`config.mk`:
```
export PLATFORM = sky130hd
export DESIGN_NAME = lift_position_pid_flat
export DESIGN_NICKNAME = d
export VERILOG_FILES = /design/src/hdl/lpp_pkg.sv /design/src/hdl/lpp_tick_if.sv /design/src/hdl/lpp_result_if.sv /design/src/hdl/lift_position_pid.sv /design/src/hdl/lpp_datapath.sv /design/src/hdl/lpp_ctrl.sv /design/src/flat_wrapper.sv
export SDC_FILE = /design/constraint.sdc
export NUM_CORES = 2
export LEC_CHECK = 0
export BUFFER_PORTS_ARGS = -buffer_cell sky130_fd_sc_hd__buf_2
export CORE_UTILIZATION = 44
export CTS_CLUSTER_DIAMETER = 100
export DETAILED_ROUTE_END_ITERATION = 8
export GPL_TIMING_DRIVEN = 0
export PLACE_DENSITY = 0.63
export SETUP_SLACK_MARGIN = 0.1
export SLEW_MARGIN = 15
export SYNTH_ARGS = -nofsm -noshare
export SYNTH_HDL_FRONTEND = slang
export SYNTH_SLANG_ARGS = --single-unit
```
`constraint.sdc`:
```
create_clock -name clk -period 20.3 [get_ports clk]
set_input_delay 0 -clock clk [delete_from_list [all_inputs] [get_ports clk]]
set_output_delay 0 -clock clk [all_outputs]
set_load 0.05 [all_outputs]
```
`src/hdl/lpp_pkg.sv`:
```
// Package for the lift position PID: types, register codes and arithmetic constants.
package lpp_pkg;

	localparam int DECAY_Q8   = 205;
	localparam int DEADBAND   = 5;
	localparam int DRIVE_MAX  = 100;
	localparam int DIV_STEPS  = 24;
	localparam int DIV_CNT_W  = $clog2(DIV_STEPS);
	localparam int CFG_IDX_W  = 3;
	localparam int CFG_DATA_W = 20;

	typedef enum logic [CFG_IDX_W-1:0] {
		REG_LIMIT_BOTTOM = 3'd0,
		REG_LIMIT_TOP    = 3'd1,
		REG_GAIN_P_UP    = 3'd2,
		REG_GAIN_I_UP    = 3'd3,
		REG_GAIN_D_UP    = 3'd4,
		REG_GAIN_P_DOWN  = 3'd5,
		REG_GAIN_I_DOWN  = 3'd6,
		REG_GAIN_D_DOWN  = 3'd7
	} cfg_idx_t;

	typedef struct packed {
		logic signed [15:0] position;
		logic        [9:0]  elapsed_ms;
		logic signed [7:0]  manual_request;
		logic               load_target;
		logic signed [15:0] preset_target;
	} lpp_tick_t;

	typedef struct packed {
		logic signed [7:0]  drive_power;
		logic               moving_down;
		logic               manual_active;
		logic               power_saturated;
		logic signed [15:0] target_now;
	} lpp_result_t;

	typedef enum logic [3:0] {
		ST_IDLE,
		ST_ERR,
		ST_DEC_HI,
		ST_DEC_LO,
		ST_LEAK,
		ST_P,
		ST_I_HI,
		ST_I_LO,
		ST_D,
		ST_DIV,
		ST_ADD_D,
		ST_OUT
	} state_t;

	typedef enum logic [3:0] {
		OP_NONE,
		OP_ACCEPT,
		OP_ERR,
		OP_DEC_HI,
		OP_DEC_LO,
		OP_LEAK,
		OP_P,
		OP_I_HI,
		OP_I_LO,
		OP_D,
		OP_DIV,
		OP_ADD_D,
		OP_OUT
	} op_t;

	typedef struct packed {
		op_t op;
	} lpp_cmd_t;

	typedef struct packed {
		logic manual;
	} lpp_status_t;

endpackage

```
`src/hdl/lpp_tick_if.sv`:
```
// Tick request channel: valid/ready handshake with one control tick as payload.
interface lpp_tick_if;
	logic                 valid;
	logic                 ready;
	lpp_pkg::lpp_tick_t   data;
	modport source (output valid, output data, input ready);
	modport sink (input valid, input data, output ready);
endinterface

```
`src/hdl/lpp_result_if.sv`:
```
// Result request channel: valid/ready handshake with one drive result as payload.
interface lpp_result_if;
	logic                 valid;
	logic                 ready;
	lpp_pkg::lpp_result_t data;
	modport source (output valid, output data, input ready);
	modport sink (input valid, input data, output ready);
endinterface

```
`src/hdl/lift_position_pid.sv`:
```
// Top level of the lift position PID controller.
// Usage:
//  - tick (sink): one control request per tick: position, elapsed_ms, manual_request,
//    load_target, preset_target. Taken when tick.valid and tick.ready are high.
//  - result (source): one result request per tick: drive_power, moving_down,
//    manual_active, power_saturated, target_now.
//  - cfg_we/cfg_index/cfg_data: register writes, taken on any edge with cfg_we high;
//    write only while no tick is in flight.
// Sequence: a manual tick goes from acceptance through the error step straight to the
//  output step; a PID tick runs through the shared 21x21 multiplier (7 products in
//  turn) and the 2-bit-per-cycle divider for the derivative term (24 steps). The next
//  tick is accepted the cycle after the result is registered.
// The result sits in an output register, so a new tick is taken while the previous
//  result still waits; if the receiver stalls and the register is still full when
//  the next result is ready, the sequencer waits in its last step.
// Reset (arst_n low): limits and gains go to their defaults, the held target, last
//  error and leaky integral clear, the down flag sets, and no result is pending.
module lift_position_pid (
	input  logic                           clk,
	input  logic                           arst_n,
	lpp_tick_if.sink                       tick,
	lpp_result_if.source                   result,
	input  logic                           cfg_we,
	input  logic [lpp_pkg::CFG_IDX_W-1:0]  cfg_index,
	input  logic [lpp_pkg::CFG_DATA_W-1:0] cfg_data
);

	lpp_pkg::lpp_cmd_t    cmd;
	lpp_pkg::lpp_status_t status;

	lpp_ctrl u_ctrl (
		.clk          (clk),
		.arst_n       (arst_n),
		.tick_valid   (tick.valid),
		.tick_ready   (tick.ready),
		.result_valid (result.valid),
		.result_ready (result.ready),
		.status       (status),
		.cmd          (cmd)
	);

	lpp_datapath u_dp (
		.clk         (clk),
		.arst_n      (arst_n),
		.cmd         (cmd),
		.status      (status),
		.cfg_we      (cfg_we),
		.cfg_index   (cfg_index),
		.cfg_data    (cfg_data),
		.tick_data   (tick.data),
		.result_data (result.data)
	);

`ifndef ASSERT_OFF
	// one tick at a time: no request is taken right after another
	a_one_at_a_time: assert property (@(posedge clk) disable iff (!arst_n)
		(tick.valid && tick.ready) |=> !tick.ready)
		else $error("tick accepted back to back");

	a_drive_range: assert property (@(posedge clk) disable iff (!arst_n)
		result.valid |-> (result.data.drive_power <= 8'sd100 &&
			result.data.drive_power >= -8'sd100))
		else $error("drive out of range");

	a_deadband: assert property (@(posedge clk) disable iff (!arst_n)
		result.valid |-> (result.data.drive_power == 8'sd0 ||
			result.data.drive_power >= 8'sd5 || result.data.drive_power <= -8'sd5))
		else $error("drive inside deadband");

	a_manual_not_down: assert property (@(posedge clk) disable iff (!arst_n)
		(result.valid && result.data.manual_active) |-> !result.data.moving_down)
		else $error("manual result flagged as moving down");
`endif

endmodule

```
`src/hdl/lpp_datapath.sv`:
```
// Datapath of the lift PID: config registers, state, shared multiplier and divider.
module lpp_datapath (
	input  logic                             clk,
	input  logic                             arst_n,
	input  lpp_pkg::lpp_cmd_t                cmd,
	output lpp_pkg::lpp_status_t             status,
	input  logic                             cfg_we,
	input  logic [lpp_pkg::CFG_IDX_W-1:0]    cfg_index,
	input  logic [lpp_pkg::CFG_DATA_W-1:0]   cfg_data,
	input  lpp_pkg::lpp_tick_t               tick_data,
	output lpp_pkg::lpp_result_t             result_data
);

	logic signed [15:0] lim_bot_q, lim_top_q;
	logic [19:0] gp_up_q, gi_up_q, gd_up_q, gp_dn_q, gi_dn_q, gd_dn_q;

	logic signed [15:0] pos_q, held_q;
	logic [9:0]         dt_q;
	logic signed [7:0]  req_q;
	logic               manual_q;
	logic signed [16:0] err_q, last_q;
	logic signed [39:0] leaky_q;
	logic               down_q;
	logic signed [63:0] acc_q;
	logic signed [48:0] dec_q;
	logic [47:0]        div_n_q;
	logic [9:0]         div_r_q;
	logic               div_neg_q;
	lpp_pkg::lpp_result_t res_q;

	// accept-time decode
	logic signed [7:0]  req_z;
	logic               manual_c;
	logic signed [15:0] t_load, t_lo, t_clamp;

	logic signed [16:0] err_c;
	logic signed [17:0] diff_c;
	logic [19:0]        gp, gi, gd;
	logic signed [20:0] ma, mb;
	logic signed [41:0] prod;
	logic signed [48:0] dec_adj;
	logic signed [41:0] leak_sum;
	logic signed [39:0] leak_sat;
	logic [41:0]        prod_abs;
	logic [10:0]        r1, r2;
	logic [10:0]        r1m, r2m;
	logic               q1, q2;
	logic signed [63:0] acc_adj;
	logic signed [39:0] quot;
	logic signed [7:0]  drv_pid, drv_man, drv, drv_db;
	logic               sat_pid, sat_man;

	always_comb begin
		req_z = tick_data.manual_request;
		if (tick_data.position < lim_bot_q) begin
			if (req_z < 8'sd0)
				req_z = '0;
		end else if (tick_data.position > lim_top_q) begin
			if (req_z > 8'sd0)
				req_z = '0;
		end
		manual_c = (req_z != 8'sd0);
		t_load   = tick_data.load_target ? tick_data.preset_target : held_q;
		t_lo     = (t_load < lim_bot_q) ? lim_bot_q : t_load;
		t_clamp  = (t_lo > lim_top_q) ? lim_top_q : t_lo;
	end

	assign err_c  = {held_q[15], held_q} - {pos_q[15], pos_q};
	assign diff_c = {err_q[16], err_q} - {last_q[16], last_q};
	assign gp = down_q ? gp_dn_q : gp_up_q;
	assign gi = down_q ? gi_dn_q : gi_up_q;
	assign gd = down_q ? gd_dn_q : gd_up_q;

	// shared signed multiplier
	always_comb begin
		ma = '0;
		mb = '0;
		case (cmd.op)
			lpp_pkg::OP_DEC_HI: begin
				ma = {leaky_q[39], leaky_q[39:20]};
				mb = 21'(lpp_pkg::DECAY_Q8);
			end
			lpp_pkg::OP_DEC_LO: begin
				ma = {1'b0, leaky_q[19:0]};
				mb = 21'(lpp_pkg::DECAY_Q8);
			end
			lpp_pkg::OP_LEAK: begin
				ma = {{4{err_q[16]}}, err_q};
				mb = {11'b0, dt_q};
			end
			lpp_pkg::OP_P: begin
				ma = {1'b0, gp};
				mb = {{4{err_q[16]}}, err_q};
			end
			lpp_pkg::OP_I_HI: begin
				ma = {1'b0, gi};
				mb = {leaky_q[39], leaky_q[39:20]};
			end
			lpp_pkg::OP_I_LO: begin
				ma = {1'b0, gi};
				mb = {1'b0, leaky_q[19:0]};
			end
			lpp_pkg::OP_D: begin
				ma = {1'b0, gd};
				mb = {{3{diff_c[17]}}, diff_c};
			end
			default: begin
				ma = '0;
				mb = '0;
			end
		endcase
	end
	assign prod = ma * mb;

	// leaky integral update: decayed sum truncated toward zero plus err*dt in Q8
	always_comb begin
		dec_adj  = dec_q + (dec_q[48] ? 49'sd255 : 49'sd0);
		leak_sum = {dec_adj[48], dec_adj[48:8]} + {prod[33:0], 8'b0};
		if (leak_sum[41:39] == 3'b000 || leak_sum[41:39] == 3'b111)
			leak_sat = leak_sum[39:0];
		else if (leak_sum[41])
			leak_sat = {1'b1, 39'b0};
		else
			leak_sat = {1'b0, {39{1'b1}}};
	end

	assign prod_abs = prod[41] ? (~prod + 42'sd1) : prod;

	// two quotient bits per step
	always_comb begin
		r1  = {div_r_q, div_n_q[47]};
		q1  = (r1 >= {1'b0, dt_q});
		r1m = q1 ? (r1 - {1'b0, dt_q}) : r1;
		r2  = {r1m[9:0], div_n_q[46]};
		q2  = (r2 >= {1'b0, dt_q});
		r2m = q2 ? (r2 - {1'b0, dt_q}) : r2;
	end

	// final scaling, saturation and deadband
	always_comb begin
		acc_adj = acc_q + (acc_q[63] ? 64'sd16777215 : 64'sd0);
		quot    = acc_adj[63:24];
		sat_pid = (quot > 40'sd100) || (quot < -40'sd100);
		if (quot > 40'sd100)
			drv_pid = 8'(lpp_pkg::DRIVE_MAX);
		else if (quot < -40'sd100)
			drv_pid = -8'(lpp_pkg::DRIVE_MAX);
		else
			drv_pid = quot[7:0];
		sat_man = (req_q > 8'sd100) || (req_q < -8'sd100);
		if (req_q > 8'sd100)
			drv_man = 8'(lpp_pkg::DRIVE_MAX);
		else if (req_q < -8'sd100)
			drv_man = -8'(lpp_pkg::DRIVE_MAX);
		else
			drv_man = req_q;
		drv = manual_q ? drv_man : drv_pid;
		if (drv < $signed(8'(lpp_pkg::DEADBAND)) && drv > -$signed(8'(lpp_pkg::DEADBAND)))
			drv_db = '0;
		else
			drv_db = drv;
	end

	always_ff @(posedge clk or negedge arst_n) begin
		if (!arst_n) begin
			lim_bot_q <= 16'sd0;
			lim_top_q <= 16'sd8000;
			gp_up_q   <= 20'd5439;
			gi_up_q   <= 20'd721;
			gd_up_q   <= 20'd0;
			gp_dn_q   <= 20'd5177;
			gi_dn_q   <= 20'd524;
			gd_dn_q   <= 20'd0;
		end else if (cfg_we) begin
			unique case (lpp_pkg::cfg_idx_t'(cfg_index))
				lpp_pkg::REG_LIMIT_BOTTOM: lim_bot_q <= cfg_data[15:0];
				lpp_pkg::REG_LIMIT_TOP:    lim_top_q <= cfg_data[15:0];
				lpp_pkg::REG_GAIN_P_UP:    gp_up_q   <= cfg_data;
				lpp_pkg::REG_GAIN_I_UP:    gi_up_q   <= cfg_data;
				lpp_pkg::REG_GAIN_D_UP:    gd_up_q   <= cfg_data;
				lpp_pkg::REG_GAIN_P_DOWN:  gp_dn_q   <= cfg_data;
				lpp_pkg::REG_GAIN_I_DOWN:  gi_dn_q   <= cfg_data;
				lpp_pkg::REG_GAIN_D_DOWN:  gd_dn_q   <= cfg_data;
				default:                   lim_bot_q <= lim_bot_q;
			endcase
		end
	end

	// controller-visible state
	always_ff @(posedge clk or negedge arst_n) begin
		if (!arst_n) begin
			held_q   <= '0;
			last_q   <= '0;
			leaky_q  <= '0;
			down_q   <= 1'b1;
			manual_q <= 1'b0;
		end else begin
			case (cmd.op)
				lpp_pkg::OP_ACCEPT: begin
					manual_q <= manual_c;
					held_q   <= manual_c ? tick_data.position : t_clamp;
				end
				lpp_pkg::OP_ERR: begin
					if (!manual_q)
						down_q <= (err_c <= 17'sd0);
				end
				lpp_pkg::OP_LEAK: leaky_q <= leak_sat;
				lpp_pkg::OP_D:    last_q  <= err_q;
				default: ;
			endcase
		end
	end

	// working registers
	always_ff @(posedge clk) begin
		case (cmd.op)
			lpp_pkg::OP_ACCEPT: begin
				pos_q <= tick_data.position;
				dt_q  <= (tick_data.elapsed_ms == 10'd0) ? 10'd1 : tick_data.elapsed_ms;
				req_q <= req_z;
			end
			lpp_pkg::OP_ERR:    err_q <= err_c;
			lpp_pkg::OP_DEC_HI: dec_q <= {{7{prod[41]}}, prod} <<< 20;
			lpp_pkg::OP_DEC_LO: dec_q <= dec_q + {{7{prod[41]}}, prod};
			lpp_pkg::OP_P:      acc_q <= {{22{prod[41]}}, prod} <<< 8;
			lpp_pkg::OP_I_HI:   acc_q <= acc_q + ({{22{prod[41]}}, prod} <<< 20);
			lpp_pkg::OP_I_LO:   acc_q <= acc_q + {{22{prod[41]}}, prod};
			lpp_pkg::OP_D: begin
				div_n_q   <= {prod_abs[39:0], 8'b0};
				div_r_q   <= '0;
				div_neg_q <= prod[41];
			end
			lpp_pkg::OP_DIV: begin
				div_n_q <= {div_n_q[45:0], q1, q2};
				div_r_q <= r2m[9:0];
			end
			lpp_pkg::OP_ADD_D: begin
				if (div_neg_q)
					acc_q <= acc_q - {16'b0, div_n_q};
				else
					acc_q <= acc_q + {16'b0, div_n_q};
			end
			lpp_pkg::OP_OUT: begin
				res_q.drive_power     <= drv_db;
				res_q.moving_down     <= manual_q ? 1'b0 : down_q;
				res_q.manual_active   <= manual_q;
				res_q.power_saturated <= manual_q ? sat_man : sat_pid;
				res_q.target_now      <= held_q;
			end
			default: ;
		endcase
	end

	assign status.manual = manual_q;
	assign result_data   = res_q;

endmodule

```
`src/hdl/lpp_ctrl.sv`:
```
// Controller of the lift PID: sequences the datapath and owns the handshakes.
module lpp_ctrl (
	input  logic                  clk,
	input  logic                  arst_n,
	input  logic                  tick_valid,
	output logic                  tick_ready,
	output logic                  result_valid,
	input  logic                  result_ready,
	input  lpp_pkg::lpp_status_t  status,
	output lpp_pkg::lpp_cmd_t     cmd
);

	lpp_pkg::state_t state_q, state_d;
	logic [lpp_pkg::DIV_CNT_W-1:0] cnt_q;
	logic out_valid_q;
	logic out_free;

	assign out_free = !out_valid_q || result_ready;

	always_ff @(posedge clk or negedge arst_n) begin
		if (!arst_n)
			state_q <= lpp_pkg::ST_IDLE;
		else
			state_q <= state_d;
	end

	always_ff @(posedge clk or negedge arst_n) begin
		if (!arst_n) begin
			cnt_q       <= '0;
			out_valid_q <= 1'b0;
		end else begin
			if (state_q == lpp_pkg::ST_DIV)
				cnt_q <= (cnt_q == lpp_pkg::DIV_CNT_W'(lpp_pkg::DIV_STEPS - 1)) ? '0 : cnt_q + 1'b1;
			if (state_q == lpp_pkg::ST_OUT && out_free)
				out_valid_q <= 1'b1;
			else if (result_ready)
				out_valid_q <= 1'b0;
		end
	end

	always_comb begin
		state_d    = state_q;
		cmd.op     = lpp_pkg::OP_NONE;
		tick_ready = 1'b0;
		unique case (state_q)
			lpp_pkg::ST_IDLE: begin
				tick_ready = 1'b1;
				if (tick_valid) begin
					cmd.op  = lpp_pkg::OP_ACCEPT;
					state_d = lpp_pkg::ST_ERR;
				end
			end
			lpp_pkg::ST_ERR: begin
				cmd.op  = lpp_pkg::OP_ERR;
				state_d = status.manual ? lpp_pkg::ST_OUT : lpp_pkg::ST_DEC_HI;
			end
			lpp_pkg::ST_DEC_HI: begin
				cmd.op  = lpp_pkg::OP_DEC_HI;
				state_d = lpp_pkg::ST_DEC_LO;
			end
			lpp_pkg::ST_DEC_LO: begin
				cmd.op  = lpp_pkg::OP_DEC_LO;
				state_d = lpp_pkg::ST_LEAK;
			end
			lpp_pkg::ST_LEAK: begin
				cmd.op  = lpp_pkg::OP_LEAK;
				state_d = lpp_pkg::ST_P;
			end
			lpp_pkg::ST_P: begin
				cmd.op  = lpp_pkg::OP_P;
				state_d = lpp_pkg::ST_I_HI;
			end
			lpp_pkg::ST_I_HI: begin
				cmd.op  = lpp_pkg::OP_I_HI;
				state_d = lpp_pkg::ST_I_LO;
			end
			lpp_pkg::ST_I_LO: begin
				cmd.op  = lpp_pkg::OP_I_LO;
				state_d = lpp_pkg::ST_D;
			end
			lpp_pkg::ST_D: begin
				cmd.op  = lpp_pkg::OP_D;
				state_d = lpp_pkg::ST_DIV;
			end
			lpp_pkg::ST_DIV: begin
				cmd.op = lpp_pkg::OP_DIV;
				if (cnt_q == lpp_pkg::DIV_CNT_W'(lpp_pkg::DIV_STEPS - 1))
					state_d = lpp_pkg::ST_ADD_D;
			end
			lpp_pkg::ST_ADD_D: begin
				cmd.op  = lpp_pkg::OP_ADD_D;
				state_d = lpp_pkg::ST_OUT;
			end
			lpp_pkg::ST_OUT: begin
				if (out_free) begin
					cmd.op  = lpp_pkg::OP_OUT;
					state_d = lpp_pkg::ST_IDLE;
				end
			end
			default: state_d = lpp_pkg::ST_IDLE;
		endcase
	end

	assign result_valid = out_valid_q;

endmodule
```
`src/flat_wrapper.sv`:
```
// flat-port wrapper written by rule: the top's interface ports become plain ports
module lift_position_pid_flat 
  (clk, arst_n, cfg_we, cfg_index, cfg_data, tick_valid, tick_data, tick_ready, result_valid, result_data, result_ready);
  lpp_tick_if tick_i ();
  lpp_result_if result_i ();
  input  logic clk;
  input  logic arst_n;
  input  logic cfg_we;
  input  logic [lpp_pkg::CFG_IDX_W-1:0] cfg_index;
  input  logic [lpp_pkg::CFG_DATA_W-1:0] cfg_data;
  input wire logic [$bits(tick_i.valid)-1:0] tick_valid;
  input wire logic [$bits(tick_i.data)-1:0] tick_data;
  output wire logic [$bits(tick_i.ready)-1:0] tick_ready;
  output wire logic [$bits(result_i.valid)-1:0] result_valid;
  output wire logic [$bits(result_i.data)-1:0] result_data;
  input wire logic [$bits(result_i.ready)-1:0] result_ready;
  assign tick_i.valid = tick_valid;
  assign tick_i.data = tick_data;
  assign tick_ready = tick_i.ready;
  assign result_valid = result_i.valid;
  assign result_data = result_i.data;
  assign result_i.ready = result_ready;
  lift_position_pid u_core (.clk(clk), .arst_n(arst_n), .tick(tick_i), .result(result_i), .cfg_we(cfg_we), .cfg_index(cfg_index), .cfg_data(cfg_data));
endmodule
```
Word-level counts from Yosys, hierarchy flattened
Index checks and enable logic that the tools add are counted.
{ "word_totals": {"ff_bits": 487, "input_bits": 79, "output_inout_bits": 29, "word_cells": 168} }
{ "classes": {"addsub": 14, "mul": 1, "order_cmp": 15, "eq_ne": 35, "muxes": 43, "bitwise": 2, "reduce_logical": 28} }
{ "ops": {"columns": ["op", "n"], "rows": [
  ["64-bit case mux with 4 select lines", 1],
  ["21-bit case mux with 6 select lines", 2],
  ["64-bit adder", 2],
  ["40-bit two-way mux", 3],
  ["49-bit case mux with 2 select lines", 1],
  ["4-bit case mux with 12 select lines", 2],
  ["48-bit case mux with 2 select lines", 1],
  ["8-bit two-way mux", 10],
  ["64-bit by 25-bit adder with 64-bit output", 1],
  ["64-bit by 48-bit adder with 64-bit output", 1],
  ["16-bit two-way mux", 4],
  ["64-bit two-way mux", 1],
  ["64-bit by 48-bit subtractor with 64-bit output", 1],
  ["20-bit two-way mux", 3],
  ["49-bit adder", 1],
  ["49-bit by 9-bit adder with 49-bit output", 1],
  ["42-bit adder", 1],
  ["21-bit by 21-bit multiplier with 42-bit output", 1],
  ["40-bit by 2-bit adder with 40-bit output (second input constant)", 1],
  ["40-bit by 8-bit greater-than comparator with 1-bit output (second input constant)", 1],
  ["40-bit by 8-bit less-than comparator with 1-bit output (second input constant)", 1],
  ["40-bit NOT", 1],
  ["4-bit equality test (second input constant)", 9],
  ["4-bit by 3-bit equality test with 1-bit output (second input constant)", 8],
  ["41 further kinds", 80]
]} }

Logic depth before layout (Yosys ltp)
{ "depth": {"word_depth": 12, "mapped_depth": 63, "ltp_nobuf": 61} }

By module
A second synthesis with hierarchy kept.
{ "hier_totals": {"cells_unflattened": 6250, "area_unflattened_um2": 55713.4} }
{ "modules_own_cells": {"columns": ["module", "instances", "cells_per_inst", "area_per_inst_um2", "seq_area_each_um2"], "rows": [
  ["lpp_datapath", 1, 6192, 55116.6, 13225.2],
  ["lpp_ctrl", 1, 58, 596.8, 250.2]
]} }

Worst setup path after synthesis
OpenSTA, ideal clock, no wires.
{ "synth_timing": {"kind": "register -> register", "startpoint": "reg u_core.u_ctrl.state_q[3]", "endpoint": "reg u_core.u_dp.acc_q[61] (data pin)", "setup_time_ns": 0.152, "arrival_time_ns": 13.494, "required_time_ns": 20.148, "setup_slack_ns": 6.653, "path_stages_with_launch": 53, "n_path_buf": 4, "synth_period_minus_slack_ns": 13.647, "cell_sequence": "dfrtp_1 buf_2 nand2b_1 nor2_1 a21oi_1 nand4_1 clkbuf_1 nand2_1 fa_1 inv_1 fa_1 inv_1 fa_1 inv_1 fa_1 inv_1 fa_1 inv_1 [17 not listed] nor2_1 xnor2_1 o21ai_0 ha_1 a21o_1 a21o_1 a21oi_1 o21ai_0 a221o_1 nand2_1 o2111ai_1 a31oi_1 o21ai_0 a221o_1 a21o_1 a21oi_1 mux2_2 o21ai_0"} }
{ "synth_between": {"elab_chain_cells": 8, "elab_cells_between_ends": 29, "classes_between": "add/sub (2); mul (1); eq/ne (19); mux (4); reduce/logical (3)"} }
{ "synth_rtl": {"columns": ["item", "line", "text"], "rows": [
  ["from (decl)", "lpp_ctrl.sv:13", "lpp_pkg::state_t state_q, state_d;"],
  ["from (signal assigned)", "lpp_ctrl.sv:22", "state_q <= lpp_pkg::ST_IDLE;"],
  ["from (signal assigned)", "lpp_ctrl.sv:24", "state_q <= state_d;"],
  ["4-bit equality test (tied with other cells)", "lpp_ctrl.sv:45", "unique case (state_q)"],
  ["4-bit case mux with 12 select lines (*)", "lpp_ctrl.sv:45", null],
  ["4-bit equality test (tied with other cells)", "lpp_datapath.sv:78, lpp_datapath.sv:216", null],
  ["2-bit OR reduction (no line)", null, null],
  ["21-bit case mux with 6 select lines", "lpp_datapath.sv:78", "case (cmd.op)"],
  ["21-bit by 21-bit multiplier with 42-bit output", "lpp_datapath.sv:113", "assign prod = ma * mb;"],
  ["64-bit adder (on tied branches)", "lpp_datapath.sv:227, lpp_datapath.sv:226", null],
  ["64-bit case mux with 4 select lines (*)", "lpp_datapath.sv:216", "case (cmd.op)"],
  ["to (signal assigned)", "lpp_datapath.sv:225", "lpp_pkg::OP_P: acc_q <= {{22{prod[41]}}, prod} <<< 8;"],
  ["to (signal assigned)", "lpp_datapath.sv:226", "lpp_pkg::OP_I_HI: acc_q <= acc_q + ({{22{prod[41]}}, prod} <<< 20);"],
  ["to (signal assigned)", "lpp_datapath.sv:227", "lpp_pkg::OP_I_LO: acc_q <= acc_q + {{22{prod[41]}}, prod};"],
  ["to (decl)", "lpp_datapath.sv:24", "logic signed [63:0] acc_q;"]
]} }
Every way passes the cells marked *; elsewhere a longest branch is shown, timed or not.
A chain may end at the register's enable or synchronous reset.

Worst setup path in the final report
{ "layout_timing": {"startpoint": "reg u_core.u_dp.err_q[1]", "endpoint": "reg u_core.u_dp.acc_q[63] (data pin)"} }
{ "layout_between": {"elab_chain_cells": 5, "elab_cells_between_ends": 7, "classes_between": "add/sub (3); mul (1); mux (3)"} }
{ "layout_rtl": {"columns": ["item", "line", "text"], "rows": [
  ["from (decl)", "lpp_datapath.sv:21", "logic signed [16:0] err_q, last_q;"],
  ["from (signal assigned)", "lpp_datapath.sv:222", "lpp_pkg::OP_ERR: err_q <= err_c;"],
  ["17-bit by 17-bit subtractor with 18-bit output", "lpp_datapath.sv:69", "assign diff_c = {err_q[16], err_q} - {last_q[16], last_q};"],
  ["21-bit case mux with 6 select lines", "lpp_datapath.sv:78", null],
  ["21-bit by 21-bit multiplier with 42-bit output (*)", "lpp_datapath.sv:113", null],
  ["64-bit adder (on tied branches)", "lpp_datapath.sv:227, lpp_datapath.sv:226", null],
  ["64-bit case mux with 4 select lines (*)", "lpp_datapath.sv:216", null]
]} }
Marks and branches as above.

==> impl_results.md <==
* Status: completed
* Worst-case clock buffer depth at 3
* Crit-path leading delay family: compound AO/OA/AOI/OAI gates
* Die area at 0.129 sq mm
* Most area-consuming cells after synthesis: fa_1 17%, edfxtp_1 13%, ha_1 10%
* Final setup fails at 0
* Worst slew pin tran at 1.30 ns
* Synth cell types at 94
* Core Area at 0.126 sq mm
* Post-synthesis register bit count at 487
* Gate Count Post-Synth at 6,315
* Vias in the first global route at 47,454
* Area of the multi-input gates at 0.0389 sq mm
* Worst-skew pair later-pin latency at 0.69 ns
* Synthesized area per cell at 8.86 sq um
* Inserted Clock Buffers at 55
* Clock skew at 0.0416 ns
* Remaining global-route overflow at 0
* WL final at 195,000 microns
* Hold crit path type: in -> reg
* FF/Latch Area at 0.0135 sq mm
* CP bufs+invs at 8
* Sequential share of the synthesized area at 24.1%
* Boundary Pins at 108
* Minimum clock period at 18.02 ns
* Sink Count at 487
* Final hold vios at 0
* Worst Path Required at 20.66 ns
* Post-synthesis async set-or-reset flop share at 48.7%
* Mapped cell area at 0.0560 sq mm
* Vias/cell at 5.89
* Initial antenna violation count at 3
* Post-synth EDFFs at 250
* # port buffers at 106
* Fillers at 12,123
* Max-cap viol count at 0
* GRT Total Usage at 30.1%
* Largest net degree at the start of global routing at 87
* Root Buffer: clkbuf_16
* Most frequent CP cell: o21ai_0
* Yosys top cell by area: fa_1
* CTS H-tree lvls at 2
* Chip Width at 359 microns
* Top_reg_cell synth: edfxtp_1
* Final Cycle Share at 88.8%
* Fmax at 0.0555 GHz
* Element type at the critical path end: register
* Die Ht at 359 microns
* Slew Limit Fails at 0
* First-pass GRT wire length at 291,000 microns
* Area Growth Syn to Fin at 11.1%
* Area after DPL at 0.0595 sq mm
* Setup TNS at 0 ns
* Worst Setup Start Kind: register
* Synth top area share at 16.7%
* Global placer's final weighted congestion at 0.996
* Max FO, Critical Path at 10
* HPWL Detailed at 157,000 microns
* Slew HR at 12.7%
* Std cell rows at 130
* Post-layout nets at 7,608
* RSZ-0062 raised after global routing: false
* # DRC at 0
* Syn. warnings at 0
* WS Path Type: reg -> reg
* Post-route cell area at 0.0622 sq mm
* Setup Fix Bufs, Post-CTS at 0
* Starting density of the core at 44.5%
* Share of post-route cells with drive strength above 1 at 8.02%
* DR vias at 48,957
* CP max stage cell: xnor2_1
* TritonCTS clock tree: built
* Cts repair resizes at 0
* Clock slew at reported path FFs at 0.06 ns
* Pre-antenna DRT Iters at 8
* Hold Buf Count CTS at 82
* Worst Path Arrival at 18.38 ns
* Routed WL per cell at 23.4 microns
* Delay of the slowest critical-path stage at 0.81 ns
* Iteration-0 DRC Markers at 5,039
* Final ANT Viol Nets at 0
==> cell usage after synthesis (all sizes together) (22+ instances only) <==
cell,number
inv,775
nand2,629
nor2,475
fa,467
ha,447
o21ai,390
a21oi,351
edfxtp,250
xnor2,248
clkbuf,219
dfrtp,207
mux2,160
a21o,148
xor2,141
nand3,124
nor3,111
nand2b,87
nor2b,82
and2,75
nand4,68
mux2i,66
or3,56
a211oi,55
o22a,47
a22oi,44
o21a,42
a31oi,41
and3,37
buf,33
dfstp,30
nor4,27
a221oi,25
o21bai,25
a21boi,24
o211ai,24
o22ai,22
==> tightest hold or removal path, stage by stage <==
cell	delay, ns
buf_2	0.12
nand2b_1	0.15
nor3_1	0.18
nand2_1	0.11
o21ai_0	0.07
==> sequential cells by signal, summed over array words and instances, names as in the netlist, 17 cells and up <==
name                     flops
u_core.u_dp.leaky_q         40
u_core.u_dp.dec_q           49
u_core.u_dp.acc_q           64
u_core.u_dp.gd_up_q         20
u_core.u_dp.last_q          17
u_core.u_dp.err_q           17
u_core.u_dp.result_data     27
u_core.u_dp.gp_up_q         20
u_core.u_dp.gi_dn_q         20
u_core.u_dp.gd_dn_q         20
u_core.u_dp.gi_up_q         20
u_core.u_dp.gp_dn_q         20
u_core.u_dp.div_n_q         48
==> logic make-up (layout without fill, tap and decap cells) <==
kind of cell	after synthesis	after routing	share of synthesized area (%)
AND/OR/NAND/NOR	1857	1857	15.6
AO/OA/AOI/OAI	1408	1408	16.1
buffers and inverters	1032	1362	6.99
adder cells (fa/ha/maj)	914	914	26.7
flip-flops	487	487	24.1
XOR/XNOR	389	389	6.09
multiplexers	226	226	4.40
other	2	21	0.0134
==> layout make-up <==
type / count / area share [%]
Antenna cell: 2 / 0.00804
Tap cell: 1650 / 3.32
Inverter: 780 / 4.71
Clock inverter: 37 / 0.670
Clock buffer: 67 / 2.38
Multi-Input combinational cell: 4813 / 62.6
Sequential cell: 487 / 21.7
Buffer: 252 / 1.59
Timing Repair Buffer: 226 / 3.11
==> path summary, 6_finish.rpt <==
check                                             start                       end  slack, ns  cells after the start
worst max-delay path               u_core.u_dp.err_q[1]     u_core.u_dp.acc_q[63]       2.28                     58
worst min-delay path                       cfg_index[2]  u_core.u_dp.lim_bot_q[1]       0.02                      5
worst max register to register     u_core.u_dp.err_q[1]     u_core.u_dp.acc_q[63]       2.28                     58
worst min register to register  u_core.u_dp.gd_dn_q[12]   u_core.u_dp.gd_dn_q[12]       0.50                      1
max in group asynchronous                        arst_n  u_core.u_dp.lim_top_q[6]      19.26                      4
min in group asynchronous                        arst_n  u_core.u_ctrl.state_q[1]       0.32                      3
==> per-stage QoR <==
| stage | util (%) | std cells | setup WS, ns | hold slack (ns) |
|---|---|---|---|---|
| global placement | 46.6 | 8088 | 0.680 | 0.257 |
| detailed placement | 47.2 | 8126 | 2.74 | 0.0824 |
| global route | 49.4 | 8312 | 1.38 | 0.0876 |
| finish | 49.4 | 8314 | 2.28 | 0.0235 |
| floorplan | - | 6332 | 6.65 | -0.296 |
| CTS | 49.4 | 8312 | 2.66 | 0.0175 |
==> routing by layer <==
metal	up-vias	part of all wire, %	wire, microns	global-route usage, %
met5	-	0	0	0
met4	0	4.9	9650	13.3
met3	417	9.1	17700	4.95
met2	2186	44	86300	46.9
met1	24075	42	81200	41.1
li1	22279	-	-	-
==> layout by cell type (no fill, tap or decap), drive strengths merged, types with 24 or more instances in the layout <==
cell type and instances:
a211oi 55, a21boi 24, a21o 148, a21oi 351, a221oi 25, a22oi 44
a31oi 41, and2 75, and3 37, buf 178, clkbuf 286, clkinv 27
dfrtp 207, dfstp 30, dlygate4sd3 81, edfxtp 250, fa 467, ha 447
inv 777, mux2 160, mux2i 66, nand2 629, nand2b 87, nand3 124
nand4 68, nor2 475, nor2b 82, nor3 111, nor4 27, o211ai 24
o21a 42, o21ai 390, o21bai 25, o22a 47, or3 56, xnor2 248
xor2 141
Power is not shown: default switching activity piles up to over one toggle a cycle in this logic, so the estimate is an artifact.
